`config.mk`:
```
export PLATFORM = sky130hd
export DESIGN_NAME = rock_paper_scissors_automaton_step_flat
export DESIGN_NICKNAME = d
export VERILOG_FILES = /design/src/hw/rtl/rps_pkg.sv /design/src/hw/rtl/rps_in_if.sv /design/src/hw/rtl/rps_out_if.sv /design/src/hw/rtl/rock_paper_scissors_automaton_step.sv /design/src/hw/rtl/rps_ram.sv /design/src/hw/rtl/rps_win_cell.sv /design/src/hw/rtl/rps_rule.sv /design/src/flat_wrapper.sv
export SDC_FILE = /design/constraint.sdc
export NUM_CORES = 1
export LEC_CHECK = 0
export BUFFER_PORTS_ARGS = -buffer_cell sky130_fd_sc_hd__buf_4
export CORE_MARGIN = 4
export CORE_UTILIZATION = 57
export CTS_CLUSTER_DIAMETER = 80
export CTS_CLUSTER_SIZE = 25
export DETAILED_ROUTE_END_ITERATION = 6
export GPL_TIMING_DRIVEN = 0
export PLACE_DENSITY_LB_ADDON = 0.12
export SLEW_MARGIN = 5
export SYNTH_ARGS = -nofsm -noshare
export SYNTH_HDL_FRONTEND = slang
export SYNTH_SLANG_ARGS = --single-unit
```
`constraint.sdc`:
```
create_clock -name clk -period 6.1 [get_ports clk]
set_input_delay 0.915 -clock clk [delete_from_list [all_inputs] [get_ports clk]]
set_output_delay 0.915 -clock clk [all_outputs]
set_load 0.03 [all_outputs]
```
`src/hw/rtl/rps_pkg.sv`:
```
// shared types and constants for the rock-paper-scissors automaton step
package rps_pkg;

  // configuration register widths and indexes
  localparam int GRID_W_BITS   = 9;
  localparam int GRID_H_BITS   = 13;
  localparam int THR_BITS      = 4;
  localparam int REG_IDX_BITS  = 2;
  localparam int CFG_DATA_BITS = 13;

  localparam logic [REG_IDX_BITS-1:0] REG_GRID_WIDTH  = 2'd0;
  localparam logic [REG_IDX_BITS-1:0] REG_GRID_HEIGHT = 2'd1;
  localparam logic [REG_IDX_BITS-1:0] REG_THRESHOLD   = 2'd2;

  localparam logic [GRID_W_BITS-1:0] RESET_GRID_WIDTH  = 9'd256;
  localparam logic [GRID_H_BITS-1:0] RESET_GRID_HEIGHT = 13'd256;
  localparam logic [THR_BITS-1:0]    RESET_THRESHOLD   = 4'd3;

  // grid geometry
  localparam int DEF_MAX_WIDTH = 256;
  localparam int ROW_BITS      = 13;
  localparam int OUT_ROW_BITS  = 12;
  localparam logic [ROW_BITS-1:0] MAX_HEIGHT = 13'd4096;
  localparam logic [ROW_BITS-1:0] ROW_LIMIT  = 13'd8191;

  // output queue
  localparam int FIFO_DEPTH = 4;

  // opcodes
  localparam logic OP_CELL  = 1'b0;
  localparam logic OP_DRAIN = 1'b1;

  // cell states
  typedef logic [1:0] state_t;
  localparam state_t ST_ROCK     = 2'd0;
  localparam state_t ST_PAPER    = 2'd1;
  localparam state_t ST_SCISSORS = 2'd2;
  localparam state_t ST_INVALID  = 2'd3;

  // window rows within a column
  localparam int ROW_TOP = 0;
  localparam int ROW_MID = 1;
  localparam int ROW_BOT = 2;

  // one window column, indexed by row; window indexed by column, oldest first
  typedef logic [2:0][1:0] col_t;
  typedef col_t [2:0]      window_t;

  // per-item control handed down the pipeline
  typedef struct packed {
    logic has_result;
    logic top_clip;
    logic bot_clip;
    logic left_clip;
    logic right_clip;
    logic last;
  } meta_t;

  typedef struct packed {
    state_t next_state;
    logic   last_of_frame;
  } out_item_t;

endpackage

```
`src/hw/rtl/rps_in_if.sv`:
```
// input stream channel: grid cells and drain items
interface rps_in_if;
  logic       valid;
  logic       ready;
  logic       opcode;
  logic [1:0] cell_state;

  modport source (output valid, output opcode, output cell_state, input ready);
  modport sink   (input valid, input opcode, input cell_state, output ready);
endinterface

```
`src/hw/rtl/rps_out_if.sv`:
```
// output stream channel: updated cell states
interface rps_out_if;
  logic       valid;
  logic       ready;
  logic [1:0] next_state;
  logic       last_of_frame;

  modport source (output valid, output next_state, output last_of_frame, input ready);
  modport sink   (input valid, input next_state, input last_of_frame, output ready);
endinterface

```
`src/hw/rtl/rock_paper_scissors_automaton_step.sv`:
```
// top level: one generation of the rock-paper-scissors automaton over a raster grid
//
//   channel   dir  handshake          payload
//   cells     in   valid/ready        opcode, cell_state
//   results   out  valid/ready        next_state, last_of_frame
//   config    in   write_enable       reg_index, write_data
//
// one item per cycle sustained while results are taken; the result released by an item
// reaches the output queue through the line store read, window shift and rule stages
// the line stores are rams with a registered read, which sets the first stage
// reset clears counters, window and queue; line stores are not cleared
// ready drops only when the queued plus in-flight items fill the 4-entry output queue
module rock_paper_scissors_automaton_step
  import rps_pkg::*;
#(
  parameter int MAX_WIDTH = DEF_MAX_WIDTH
) (
  input  logic                     clk,
  input  logic                     rst,
  rps_in_if.sink                   cells,
  rps_out_if.source                results,
  input  logic                     write_enable,
  input  logic [REG_IDX_BITS-1:0]  reg_index,
  input  logic [CFG_DATA_BITS-1:0] write_data
);

  localparam int CW        = $clog2(MAX_WIDTH);
  localparam int WW        = $clog2(MAX_WIDTH + 2);
  localparam int CMPW      = (WW > GRID_W_BITS) ? WW : GRID_W_BITS;
  localparam int PTR_BITS  = $clog2(FIFO_DEPTH);
  localparam int CNT_BITS  = $clog2(FIFO_DEPTH + 1);
  localparam int OCC_BITS  = $clog2(FIFO_DEPTH + 3);

  // configuration
  logic [GRID_W_BITS-1:0] grid_width;
  logic [GRID_H_BITS-1:0] grid_height;
  logic [THR_BITS-1:0]    threshold;
  logic                   cfg_hit;

  logic [CMPW-1:0]     w_wide;
  logic [WW-1:0]       w_eff;
  logic [ROW_BITS-1:0] h_eff;

  assign cfg_hit = write_enable && (reg_index == REG_GRID_WIDTH ||
                                    reg_index == REG_GRID_HEIGHT ||
                                    reg_index == REG_THRESHOLD);

  always_ff @(posedge clk) begin
    if (rst) begin
      grid_width  <= RESET_GRID_WIDTH;
      grid_height <= RESET_GRID_HEIGHT;
      threshold   <= RESET_THRESHOLD;
    end else if (write_enable) begin
      case (reg_index)
        REG_GRID_WIDTH:  grid_width  <= write_data[GRID_W_BITS-1:0];
        REG_GRID_HEIGHT: grid_height <= write_data[GRID_H_BITS-1:0];
        REG_THRESHOLD:   threshold   <= write_data[THR_BITS-1:0];
        default: ;
      endcase
    end
  end

  always_comb begin
    w_wide = CMPW'(grid_width);
    if (grid_width == '0) begin
      w_wide = CMPW'(1);
    end else if (w_wide > CMPW'(MAX_WIDTH)) begin
      w_wide = CMPW'(MAX_WIDTH);
    end
    w_eff = WW'(w_wide);
  end

  always_comb begin
    h_eff = ROW_BITS'(grid_height);
    if (grid_height == '0) begin
      h_eff = ROW_BITS'(1);
    end else if (h_eff > MAX_HEIGHT) begin
      h_eff = MAX_HEIGHT;
    end
  end

  // stage a: counters and line store read
  logic [CW-1:0]           in_col;
  logic [ROW_BITS-1:0]     in_row;
  logic [CW-1:0]           out_col;
  logic [OUT_ROW_BITS-1:0] out_row;
  logic [WW-1:0]           lag;

  logic   fire, take, frame_open, col_wrap, oc_last, or_last, has_res;
  state_t v_in;
  meta_t  meta_a;

  assign fire       = cells.valid && cells.ready;
  assign frame_open = in_row < h_eff;
  assign take       = fire && !(cells.opcode == OP_DRAIN && frame_open);
  assign v_in       = (!frame_open || cells.cell_state == ST_INVALID) ? ST_ROCK
                                                                       : cells.cell_state;
  assign col_wrap   = WW'(in_col) + WW'(1) >= w_eff;
  assign has_res    = lag >= w_eff + WW'(1);
  assign oc_last    = WW'(out_col) + WW'(1) >= w_eff;
  assign or_last    = ROW_BITS'(out_row) + ROW_BITS'(1) >= h_eff;

  always_comb begin
    meta_a.has_result = has_res;
    meta_a.top_clip   = out_row == '0;
    meta_a.bot_clip   = or_last;
    meta_a.left_clip  = out_col == '0;
    meta_a.right_clip = oc_last;
    meta_a.last       = oc_last && or_last;
  end

  always_ff @(posedge clk) begin
    if (rst || cfg_hit) begin
      in_col  <= '0;
      in_row  <= '0;
      out_col <= '0;
      out_row <= '0;
      lag     <= '0;
    end else if (take) begin
      if (has_res && meta_a.last) begin
        // frame done: start the next one clean
        in_col  <= '0;
        in_row  <= '0;
        out_col <= '0;
        out_row <= '0;
        lag     <= '0;
      end else begin
        in_col <= col_wrap ? '0 : in_col + CW'(1);
        if (col_wrap && in_row != ROW_LIMIT) begin
          in_row <= in_row + ROW_BITS'(1);
        end
        if (!has_res) begin
          lag <= lag + WW'(1);
        end else if (oc_last) begin
          out_col <= '0;
          out_row <= out_row + OUT_ROW_BITS'(1);
        end else begin
          out_col <= out_col + CW'(1);
        end
      end
    end
  end

  // stage b: line store data back, write-back and window shift
  logic          s1_valid;
  state_t        s1_v;
  logic [CW-1:0] s1_col;
  meta_t         s1_meta;
  logic          s1_byp;
  state_t        s1_byp_top;
  state_t        s1_byp_mid;

  state_t up_rdata, mid_rdata, top_eff, mid_eff;
  col_t   new_col;
  logic   win_stale;

  // forward when the previous item writes the column being read
  assign top_eff = s1_byp ? s1_byp_top : up_rdata;
  assign mid_eff = s1_byp ? s1_byp_mid : mid_rdata;

  always_comb begin
    new_col          = '0;
    new_col[ROW_TOP] = top_eff;
    new_col[ROW_MID] = mid_eff;
    new_col[ROW_BOT] = s1_v;
  end

  always_ff @(posedge clk) begin
    if (rst) begin
      s1_valid <= 1'b0;
    end else begin
      s1_valid <= take;
    end
  end

  always_ff @(posedge clk) begin
    s1_v       <= v_in;
    s1_col     <= in_col;
    s1_meta    <= meta_a;
    s1_byp     <= s1_valid && s1_col == in_col;
    s1_byp_top <= mid_eff;
    s1_byp_mid <= s1_v;
  end

  rps_ram #(
    .WIDTH ($bits(state_t)),
    .DEPTH (MAX_WIDTH)
  ) u_upper_row (
    .clk   (clk),
    .we    (s1_valid),
    .waddr (s1_col),
    .wdata (mid_eff),
    .raddr (in_col),
    .rdata (up_rdata)
  );

  rps_ram #(
    .WIDTH ($bits(state_t)),
    .DEPTH (MAX_WIDTH)
  ) u_middle_row (
    .clk   (clk),
    .we    (s1_valid),
    .waddr (s1_col),
    .wdata (s1_v),
    .raddr (in_col),
    .rdata (mid_rdata)
  );

  // the window is cleared lazily: the shift after a restart pulls in zeros
  always_ff @(posedge clk) begin
    if (rst) begin
      win_stale <= 1'b0;
    end else if (cfg_hit) begin
      win_stale <= 1'b1;
    end else if (s1_valid) begin
      win_stale <= s1_meta.has_result && s1_meta.last;
    end
  end

  col_t    col_q0, col_q1, col_q2;
  window_t win;

  assign win = {col_q2, col_q1, col_q0};

  rps_win_cell u_cell0 (
    .clk   (clk),
    .rst   (rst),
    .shift (s1_valid),
    .clr   (win_stale),
    .din   (col_q1),
    .q     (col_q0)
  );

  rps_win_cell u_cell1 (
    .clk   (clk),
    .rst   (rst),
    .shift (s1_valid),
    .clr   (win_stale),
    .din   (col_q2),
    .q     (col_q1)
  );

  rps_win_cell u_cell2 (
    .clk   (clk),
    .rst   (rst),
    .shift (s1_valid),
    .clr   (1'b0),
    .din   (new_col),
    .q     (col_q2)
  );

  // stage c: rule on the shifted window, into the output queue
  logic   s2_valid;
  meta_t  s2_meta;
  state_t rule_state;
  logic   push, pop;

  always_ff @(posedge clk) begin
    if (rst) begin
      s2_valid <= 1'b0;
    end else begin
      s2_valid <= s1_valid;
    end
  end

  always_ff @(posedge clk) begin
    s2_meta <= s1_meta;
  end

  rps_rule u_rule (
    .win        (win),
    .meta       (s2_meta),
    .threshold  (threshold),
    .next_state (rule_state)
  );

  assign push = s2_valid && s2_meta.has_result;
  assign pop  = results.valid && results.ready;

  out_item_t           fifo_mem [FIFO_DEPTH];
  logic [PTR_BITS-1:0] wr_ptr, rd_ptr;
  logic [CNT_BITS-1:0] fifo_count;
  logic [OCC_BITS-1:0] occ;

  always_ff @(posedge clk) begin
    if (rst) begin
      wr_ptr     <= '0;
      rd_ptr     <= '0;
      fifo_count <= '0;
    end else begin
      if (push) begin
        wr_ptr <= wr_ptr + PTR_BITS'(1);
      end
      if (pop) begin
        rd_ptr <= rd_ptr + PTR_BITS'(1);
      end
      if (push && !pop) begin
        fifo_count <= fifo_count + CNT_BITS'(1);
      end else if (pop && !push) begin
        fifo_count <= fifo_count - CNT_BITS'(1);
      end
    end
  end

  always_ff @(posedge clk) begin
    if (push) begin
      fifo_mem[wr_ptr] <= '{next_state: rule_state, last_of_frame: s2_meta.last};
    end
  end

  // every in-flight item holds a slot in the queue
  assign occ = OCC_BITS'(fifo_count) + OCC_BITS'(s1_valid) + OCC_BITS'(s2_valid);

  assign cells.ready           = occ < OCC_BITS'(FIFO_DEPTH);
  assign results.valid         = fifo_count != '0;
  assign results.next_state    = fifo_mem[rd_ptr].next_state;
  assign results.last_of_frame = fifo_mem[rd_ptr].last_of_frame;

  a_occupancy: assert property (@(posedge clk) disable iff (rst)
    occ <= OCC_BITS'(FIFO_DEPTH))
    else $error("output queue oversubscribed");

  a_restart: assert property (@(posedge clk) disable iff (rst)
    take && has_res && meta_a.last && !cfg_hit |=>
      in_col == '0 && in_row == '0 && lag == '0 && out_col == '0 && out_row == '0)
    else $error("counters not cleared after last cell of frame");

  a_stale: assert property (@(posedge clk) disable iff (rst)
    push && s2_meta.last |-> win_stale)
    else $error("window not marked for clearing at end of frame");

endmodule

```
`src/hw/rtl/rps_ram.sv`:
```
// generic single-write, single-read ram with registered read data
module rps_ram #(
  parameter int WIDTH = 2,
  parameter int DEPTH = 256
) (
  input  logic                     clk,
  input  logic                     we,
  input  logic [$clog2(DEPTH)-1:0] waddr,
  input  logic [WIDTH-1:0]         wdata,
  input  logic [$clog2(DEPTH)-1:0] raddr,
  output logic [WIDTH-1:0]         rdata
);

  logic [WIDTH-1:0] mem [DEPTH];

  // read returns the old contents on a same-address write
  always_ff @(posedge clk) begin
    if (we) begin
      mem[waddr] <= wdata;
    end
    rdata <= mem[raddr];
  end

endmodule

```
`src/hw/rtl/rps_win_cell.sv`:
```
// one column cell of the 3x3 neighbour window, shifts toward the older side
module rps_win_cell
  import rps_pkg::*;
(
  input  logic clk,
  input  logic rst,
  input  logic shift,
  input  logic clr,
  input  col_t din,
  output col_t q
);

  always_ff @(posedge clk) begin
    if (rst) begin
      q <= '0;
    end else if (shift) begin
      q <= clr ? '0 : din;
    end
  end

endmodule

```
`src/hw/rtl/rps_rule.sv`:
```
// neighbour count with edge clipping and the predator conversion rule
module rps_rule
  import rps_pkg::*;
(
  input  window_t             win,
  input  meta_t               meta,
  input  logic [THR_BITS-1:0] threshold,
  output state_t              next_state
);

  state_t              center;
  state_t              pred;
  logic [THR_BITS-1:0] cnt;

  always_comb begin
    center = (win[1][ROW_MID] == ST_INVALID) ? ST_ROCK : win[1][ROW_MID];
    case (center)
      ST_ROCK:     pred = ST_PAPER;
      ST_PAPER:    pred = ST_SCISSORS;
      ST_SCISSORS: pred = ST_ROCK;
      default:     pred = ST_PAPER;
    endcase
  end

  always_comb begin
    logic skip;
    cnt = '0;
    for (int c = 0; c < 3; c++) begin
      for (int r = 0; r < 3; r++) begin
        skip = (r == ROW_MID && c == 1) ||
               (r == ROW_TOP && meta.top_clip) ||
               (r == ROW_BOT && meta.bot_clip) ||
               (c == 0 && meta.left_clip) ||
               (c == 2 && meta.right_clip);
        if (!skip && win[c][r] == pred) begin
          cnt = cnt + THR_BITS'(1);
        end
      end
    end
  end

  assign next_state = (cnt >= threshold) ? pred : center;

endmodule
```
`src/flat_wrapper.sv`:
```
// flat-port wrapper written by rule: the top's interface ports become plain ports
module rock_paper_scissors_automaton_step_flat import rps_pkg::*;
#(
  parameter int MAX_WIDTH = DEF_MAX_WIDTH
)
  (clk, rst, write_enable, reg_index, write_data, cells_valid, cells_opcode, cells_cell_state, cells_ready, results_valid, results_next_state, results_last_of_frame, results_ready);
  rps_in_if cells_i ();
  rps_out_if results_i ();
  input  logic clk;
  input  logic rst;
  input  logic write_enable;
  input  logic [REG_IDX_BITS-1:0] reg_index;
  input  logic [CFG_DATA_BITS-1:0] write_data;
  input wire logic [$bits(cells_i.valid)-1:0] cells_valid;
  input wire logic [$bits(cells_i.opcode)-1:0] cells_opcode;
  input wire logic [$bits(cells_i.cell_state)-1:0] cells_cell_state;
  output wire logic [$bits(cells_i.ready)-1:0] cells_ready;
  output wire logic [$bits(results_i.valid)-1:0] results_valid;
  output wire logic [$bits(results_i.next_state)-1:0] results_next_state;
  output wire logic [$bits(results_i.last_of_frame)-1:0] results_last_of_frame;
  input wire logic [$bits(results_i.ready)-1:0] results_ready;
  assign cells_i.valid = cells_valid;
  assign cells_i.opcode = cells_opcode;
  assign cells_i.cell_state = cells_cell_state;
  assign cells_ready = cells_i.ready;
  assign results_valid = results_i.valid;
  assign results_next_state = results_i.next_state;
  assign results_last_of_frame = results_i.last_of_frame;
  assign results_i.ready = results_ready;
  rock_paper_scissors_automaton_step #(.MAX_WIDTH(MAX_WIDTH)) u_core (.clk(clk), .rst(rst), .cells(cells_i), .results(results_i), .write_enable(write_enable), .reg_index(reg_index), .write_data(write_data));
endmodule
```
# [After elaboration in Yosys (flattened, before gate mapping)]
# Memories as Yosys holds them, arrays and structs flattened. A register that Yosys moved wholly into a read port is not among the register bits.
# Cells that the tools add are included.
# W data, S select, Z words.
[word_totals] word_cells=191 register_bits=131 n_memories=3 ram_bits=1036
[classes] n_reduce_logical=59 eq_ne=17 n_mux=41 n_addsub=22 order_cmp=9
[mem_list] name="u_core.u_middle_row.mem" depth=256 width=2 read_ports=1 rd_clocked_by_memory_dff=1 wr=1 line_no="rps_ram.sv:14" rtl="logic [WIDTH-1:0] mem [DEPTH];"
[mem_list] name="u_core.u_upper_row.mem" depth=256 width=2 read_ports=1 rd_clocked_by_memory_dff=1 wr=1 line_no="rps_ram.sv:14"
[mem_list] name="u_core.fifo_mem" depth=4 width=3 read_ports=1 rd_clocked_by_memory_dff=1 wr=1 line_no="rock_paper_scissors_automaton_step.sv:280" rtl="out_item_t fifo_mem [FIFO_DEPTH];"
[op_table] cell="$mux W13" n=4
[op_table] cell="$mux W8" n=5
[op_table] cell="$mux W12" n=3
[op_table] cell="$mux W9" n=4
[op_table] cell="$mux W4" n=7
[op_table] cell="$ge A9 B9 Y1" n=3
[op_table] cell="$add A4 B1 Y4 const B" n=6
[op_table] cell="$logic_and A1 B1 Y1" n=21
[op_table] cell="$add A8 B1 Y9 const B" n=2
[op_table] cell="$add A9 B1 Y9 const B" n=2
[op_table] cell="$add A8 B1 Y8 const B" n=2
[op_table] cell="$eq A2 B2 Y1" n=8
[op_table] cell="$add A12 B1 Y13 const B" n=1
[op_table] cell="$add A13 B1 Y13 const B" n=1
[op_table] cell="$ge A13 B13 Y1" n=1
[op_table] cell="$gt A13 B13 Y1 const B" n=1
[op_table] cell="$logic_not A13 Y1" n=1
[op_table] cell="$lt A13 B13 Y1" n=1
[op_table] cell="$ne A13 B13 Y1 const B" n=1
[op_table] cell="$add A12 B1 Y12 const B" n=1
[op_table] cell="$logic_not A1 Y1" n=12
[op_table] cell="$logic_not A12 Y1" n=1
[op_table] cell="$mux W2" n=6
[op_table] cell="$mux W6" n=2
[op_table] cell="23 further kinds" n=52

# [Depth between registers and ports, before layout]
[logic_depth] ltp_word=23 ltp_mapped=27 ltp_nobuf=26

# [Cells and area by module]
# Synthesis repeated with hierarchy kept, for this count alone.
[unflattened] hier_cells=3462 area_unflattened_um2=51486.9
[by_module_without_submodules] module="rps_ram" seq_area_each_um2=15414.8 n_inst=2 area_per_inst_um2=21381.8 cells_each=1242
[by_module_without_submodules] module="rock_paper_scissors_automaton_step" seq_area_each_um2=2662.6 n_inst=1 area_per_inst_um2=6976.7 cells_each=778
[by_module_without_submodules] module="rps_rule" seq_area_each_um2=0.0 n_inst=1 area_per_inst_um2=1014.7 cells_each=125
[by_module_without_submodules] module="rps_win_cell" seq_area_each_um2=120.1 n_inst=3 area_per_inst_um2=244.0 cells_each=25

# [Worst setup path before layout]
# Ideal clock, no wire load.
[synth_path] path_type="reg2reg" start="reg u_core.u_cell1.q[2] in the netlist's numbering" end="mem u_core.fifo_mem[0][1] in the netlist's numbering (data pin)" t_arrival_ns=5.548 setup_slack_ns=0.286 stages_incl_launch_ff=25 path_buffers=1 path_cell_list="dfxtp_1 inv_1 ha_1 buf_2 xor2_1 nor4_1 ha_1 xor2_2 inv_1 ha_1 nor4bb_1 a31oi_1 xnor2_1 a21oi_1 ha_1 nor4b_1 xor2_1 xnor3_1 a211oi_2 mux2i_1 o21ai_1 xor2_1 ha_1 a21oi_1 mux2_2"
[synth_between] elab_chain_len=23 elab_cells_between_ends=38 cone_classes="add/sub (7); order compare (1); eq/ne (11); mux (11); reduce/logical (8)"
[synth_rtl] item="from (decl)" line_no="rps_win_cell.sv:10" rtl="output col_t q"
[synth_rtl] item="from (signal assigned)" line_no="rps_win_cell.sv:17" rtl="q <= clr ? '0 : din;"
[synth_rtl] item="$eq A2 B2 Y1" line_no="rps_rule.sv:16" rtl="center = (win[1][ROW_MID] == ST_INVALID) ? ST_ROCK : win[1][ROW_MID];"
[synth_rtl] item="$mux W2 (*)" line_no="rps_rule.sv:16"
[synth_rtl] item="$eq A2 B2 Y1 / $eq A2 B1 Y1 (equally long branches)" line_no="rps_rule.sv:17" rtl="case (center)"
[synth_rtl] item="$pmux W2 S2" line_no="rps_rule.sv:17"
[synth_rtl] item="$eq A2 B2 Y1" line_no="rps_rule.sv:35" rtl="if (!skip && win[c][r] == pred) begin"
[synth_rtl] item="$logic_and A1 B1 Y1" line_no="rps_rule.sv:35"
[synth_rtl] item="$mux W1" line_no="rps_rule.sv:35"
[synth_rtl] item="$add A1 B1 Y2" line_no="rps_rule.sv:36" rtl="cnt = cnt + THR_BITS'(1);"
[synth_rtl] item="(+8 left out)"
[synth_rtl] item="$mux W4" line_no="rps_rule.sv:35"
[synth_rtl] item="$add A4 B1 Y4" line_no="rps_rule.sv:36"
[synth_rtl] item="$mux W4" line_no="rps_rule.sv:35"
[synth_rtl] item="$add A4 B1 Y4" line_no="rps_rule.sv:36"
[synth_rtl] item="$mux W4" line_no="rps_rule.sv:35"
[synth_rtl] item="$ge A4 B4 Y1" line_no="rps_rule.sv:42" rtl="assign next_state = (cnt >= threshold) ? pred : center;"
[synth_rtl] item="$mux W2 (*)" line_no="rps_rule.sv:42"
[synth_rtl] item="via u_core.rule_state[0]" line_no="rock_paper_scissors_automaton_step.sv:255" rtl="state_t rule_state;"
[synth_rtl] item="to (decl)" line_no="rock_paper_scissors_automaton_step.sv:280"
# Mark *: on every way through the listed nets, which the timed path passes. The rest lies on a longest branch.

# [Final worst setup path]
[layout_path] start="reg u_core.u_cell1.q[2] in the netlist's numbering" end="mem u_core.fifo_mem[3][1] in the netlist's numbering (data pin)"
# The elaborated chain is that of the path after synthesis.

==> run_results.csv <==
group,metric,value,unit
outcome,status,"complete, but fails checks",
outcome,violations,"capacitance limit, slew limit",
sta,fin_crit,5.76,ns
clocking,cts_tree,"done",
sta,slew_headroom,-1.37,%
drt,firstDrtPassIters,6,
critical_path,crit_top_cell,"ha_1",
critical_path,start_kind,"flop",
floorplanning,initial_core_util,57.7,%
sta,hold_viol,0,
sta,drv_slew,11,
power,power.density,275,mW/mm^2
min_path,hp-class,"flop to flop",
critical_path,crit_slowest_cell,"or4_4",
final_layout,final_nets,2959,
drt,via_per_inst,6.58,
yosys,synth_top_area_share,64.1,%
yosys,syn_inst,2757,
yosys,ys_seq_elements,1173,
clocking,cts.sinks,1173,
floorplanning,die_w,300,um
floorplanning,io_pins,28,
yosys,synth_commonest_cells,"edfxtp_1, mux4_2, nor2_1, nand2_1, dfxtp_1",
yosys,ys_seq_area_share,69.7,%
final_layout,drive_gt1_share,18.2,%
placement,io_buffers,27,
drt,ant_nets,0,
clocking,htree_levels,2,
grt,grt.overflow.total,0,
final_layout,area_growth_syn_to_layout,7.50,%
floorplanning,die_h,300,um
critical_path,r2r_slack,0.34,ns
grt,grt_use_met1,39.2,%
critical_path,max_stage_delay,0.55,ns
critical_path,worst_ep_arrival_time,6.15,ns
drt,routed_wl,125000,um
yosys,synth_nets,2862,
clocking,clock-root-buffer,"clkbuf_16",
grt,antenna_found_initial,3,
final_layout,fillers,6042,
placement,place_congestion,0.912,
grt,use_met2,45.3,%
clocking,cts_buffers,54,
power,vdd_drop_max,0.000254,V
yosys,synth_area,0.0485,mm^2
sta,fmax,0.173,GHz
grt,grt_max_degree,161,
yosys,syn_area_per_cell,17.6,um^2
final_layout,seq_area,0.0339,mm^2
grt,grt_pass1_vias,26302,
critical_path,path_class,"flop to flop",
grt,grt_usage,28.0,%
sta,clock_skew,0.0275,ns
critical_path,end_kind,"flop",
yosys,ys.flop_type,"edfxtp_1",
placement,post-dp-hpwl,85300,um
clocking,cts_buffer_depth,3,
floorplanning,rows,106,
critical_path,path_max_fanout,9,
drt,vias,26425,
yosys,synth_area_leader_cell,"edfxtp_1",
run,cap_violations,1,
grt,use_met3,5.41,%
yosys,yosysUniqueCellTypes,70,
grt,grt_pass1_wl,181000,um
drt,drtIter0Drc,3610,
yosys,async_flop_share,0,%
clocking,clk_latency,0.66,ns
drt,drc_errors,0,
drt,wl_per_cell,31.0,um
sta,setup_viol,0,
yosys,yosysWarnings,0,
yosys,synthMostInstantiatedCell,"edfxtp_1",
final_layout,multiInputGateArea,0.0140,mm^2
yosys,synth.area.top_cells,"edfxtp_1, mux4_2, dfxtp_1",
sta,timing.final.crit_share,94.5,%
clocking,clkTransAtPathRegs,0.10,ns
critical_path,required,6.48,ns
yosys,synth_edf_count,1036,
sta,max_slew.worst_pin.slew,1.52,ns
power,leakagePower,0.0159,uW
floorplanning,dieArea,0.0899,mm^2
power,total_power,14300,uW
floorplanning,coreArea,0.0841,mm^2
grt,gr-max-usage-layer,"met2",
final_layout,final_core_util,62.0,%
[stage by stage]
step                setup WS [ns]  hold WS (ns)  TNS [ns]  std cells  instance area [um^2]
floorplan                   0.286         0.310         0       2757                 48500
global placement            -1.75         0.314   -870.56       3918                 50200
detailed placement         -0.405         0.312     -3.22       3926                 50400
CTS                        0.0752         0.335         0       4010                 52100
global route              -0.0723         0.339    -0.517       4014                 52200
finish                      0.336         0.335         0       4016                 52200
[state kept, by name, indices dropped and copies added, names as in the netlist, 3 cells and up, named ones only]
register	count
u_core.fifo_mem	12
u_core.u_cell2.q	6
u_core.s2_meta	6
u_core.s1_meta	6
u_core.out_row	12
u_core.u_middle_row.mem	512
u_core.threshold	4
u_core.s1_col	8
u_core.u_cell1.q	6
u_core.out_col	8
u_core.fifo_count	3
u_core.in_col	8
u_core.lag	9
u_core.u_cell0.q	6
u_core.grid_height	13
u_core.grid_width	9
u_core.u_upper_row.mem	512
u_core.in_row	13
[report_power, final]
group          total (uW)  internal, uW  leakage (uW)  switching [uW]
logic                1170           417       0.00470             749
clock network        4210          1800      0.000764            2410
registers            8970          8910        0.0104            51.9
total               14300         11100        0.0159            3210
[cell usage in the layout, fill, tap and decap left out, types with 56 or more instances in the layout]
master / instances
a21oi_1: 85
clkbuf_1: 107
clkbuf_16: 56
dfxtp_1: 135
edfxtp_1: 1036
ha_1: 80
mux4_2: 339
nand2_1: 141
nand3_1: 59
nor2_1: 333
[repair_timing]
action	in CTS	in global routing
pin swaps	2	8
resized for setup	5	13
buffers inserted	2	4
endpoints found under the setup margin	8	8
hold buffers	0	0
[path summary, 6_finish.rpt]
check	from	to	cells after the start
worst max-delay path	u_core.u_cell1.q[2]	u_core.fifo_mem[3][1]	26
worst max register to register	u_core.u_cell1.q[2]	u_core.fifo_mem[3][1]	26
worst min register to register	u_core.s1_meta[3]	u_core.s2_meta[3]	0
worst min-delay path	u_core.s1_meta[3]	u_core.s2_meta[3]	0
[cells by family after synthesis]
| logic type | Yosys count | synth area share, % |
|---|---|---|
| AOI/OAI and AO/OA | 185 | 2.41 |
| buffers and inverters | 197 | 1.68 |
| and+or+nand+nor | 683 | 6.31 |
| adders and majority gates | 82 | 2.13 |
| xor gates and xnor gates | 75 | 1.51 |
| muxes | 362 | 16.2 |
| DFF | 1173 | 69.7 |
[per-layer routing]
| layer | part of all wire, % | wire (um) |
|---|---|---|
| met1 | 38 | 47700 |
| met2 | 49 | 60600 |
| met3 | 9.5 | 11900 |
| met4 | 3.6 | 4450 |
| met5 | 0.022 | 27 |
[critical path, delay by kind of cell, from the launching register on]
| family | cells | cell delay (ns) |
|---|---|---|
| AND/OR/NAND/NOR | 7 | 1.37 |
| adder cells (fa/ha/maj) | 6 | 1.61 |
| multiplexers | 2 | 0.62 |
| AO/OA/AOI/OAI | 5 | 0.79 |
| flip-flops | 1 | 0.37 |
| XOR/XNOR | 3 | 0.39 |
| buffers and inverters | 3 | 0.36 |
[layout make-up]
cell class,count,share of cell area (%)
Clock buffer,73,2.83
Inverter,40,0.288
Multi-Input combinational cell,1387,26.8
Antenna cell,2,0.00959
Tap cell,1134,2.72
Buffer,157,1.31
Sequential cell,1173,64.9
Clock inverter,9,0.223
Timing Repair Buffer,41,0.897
Power figures use the tool's default switching activity.
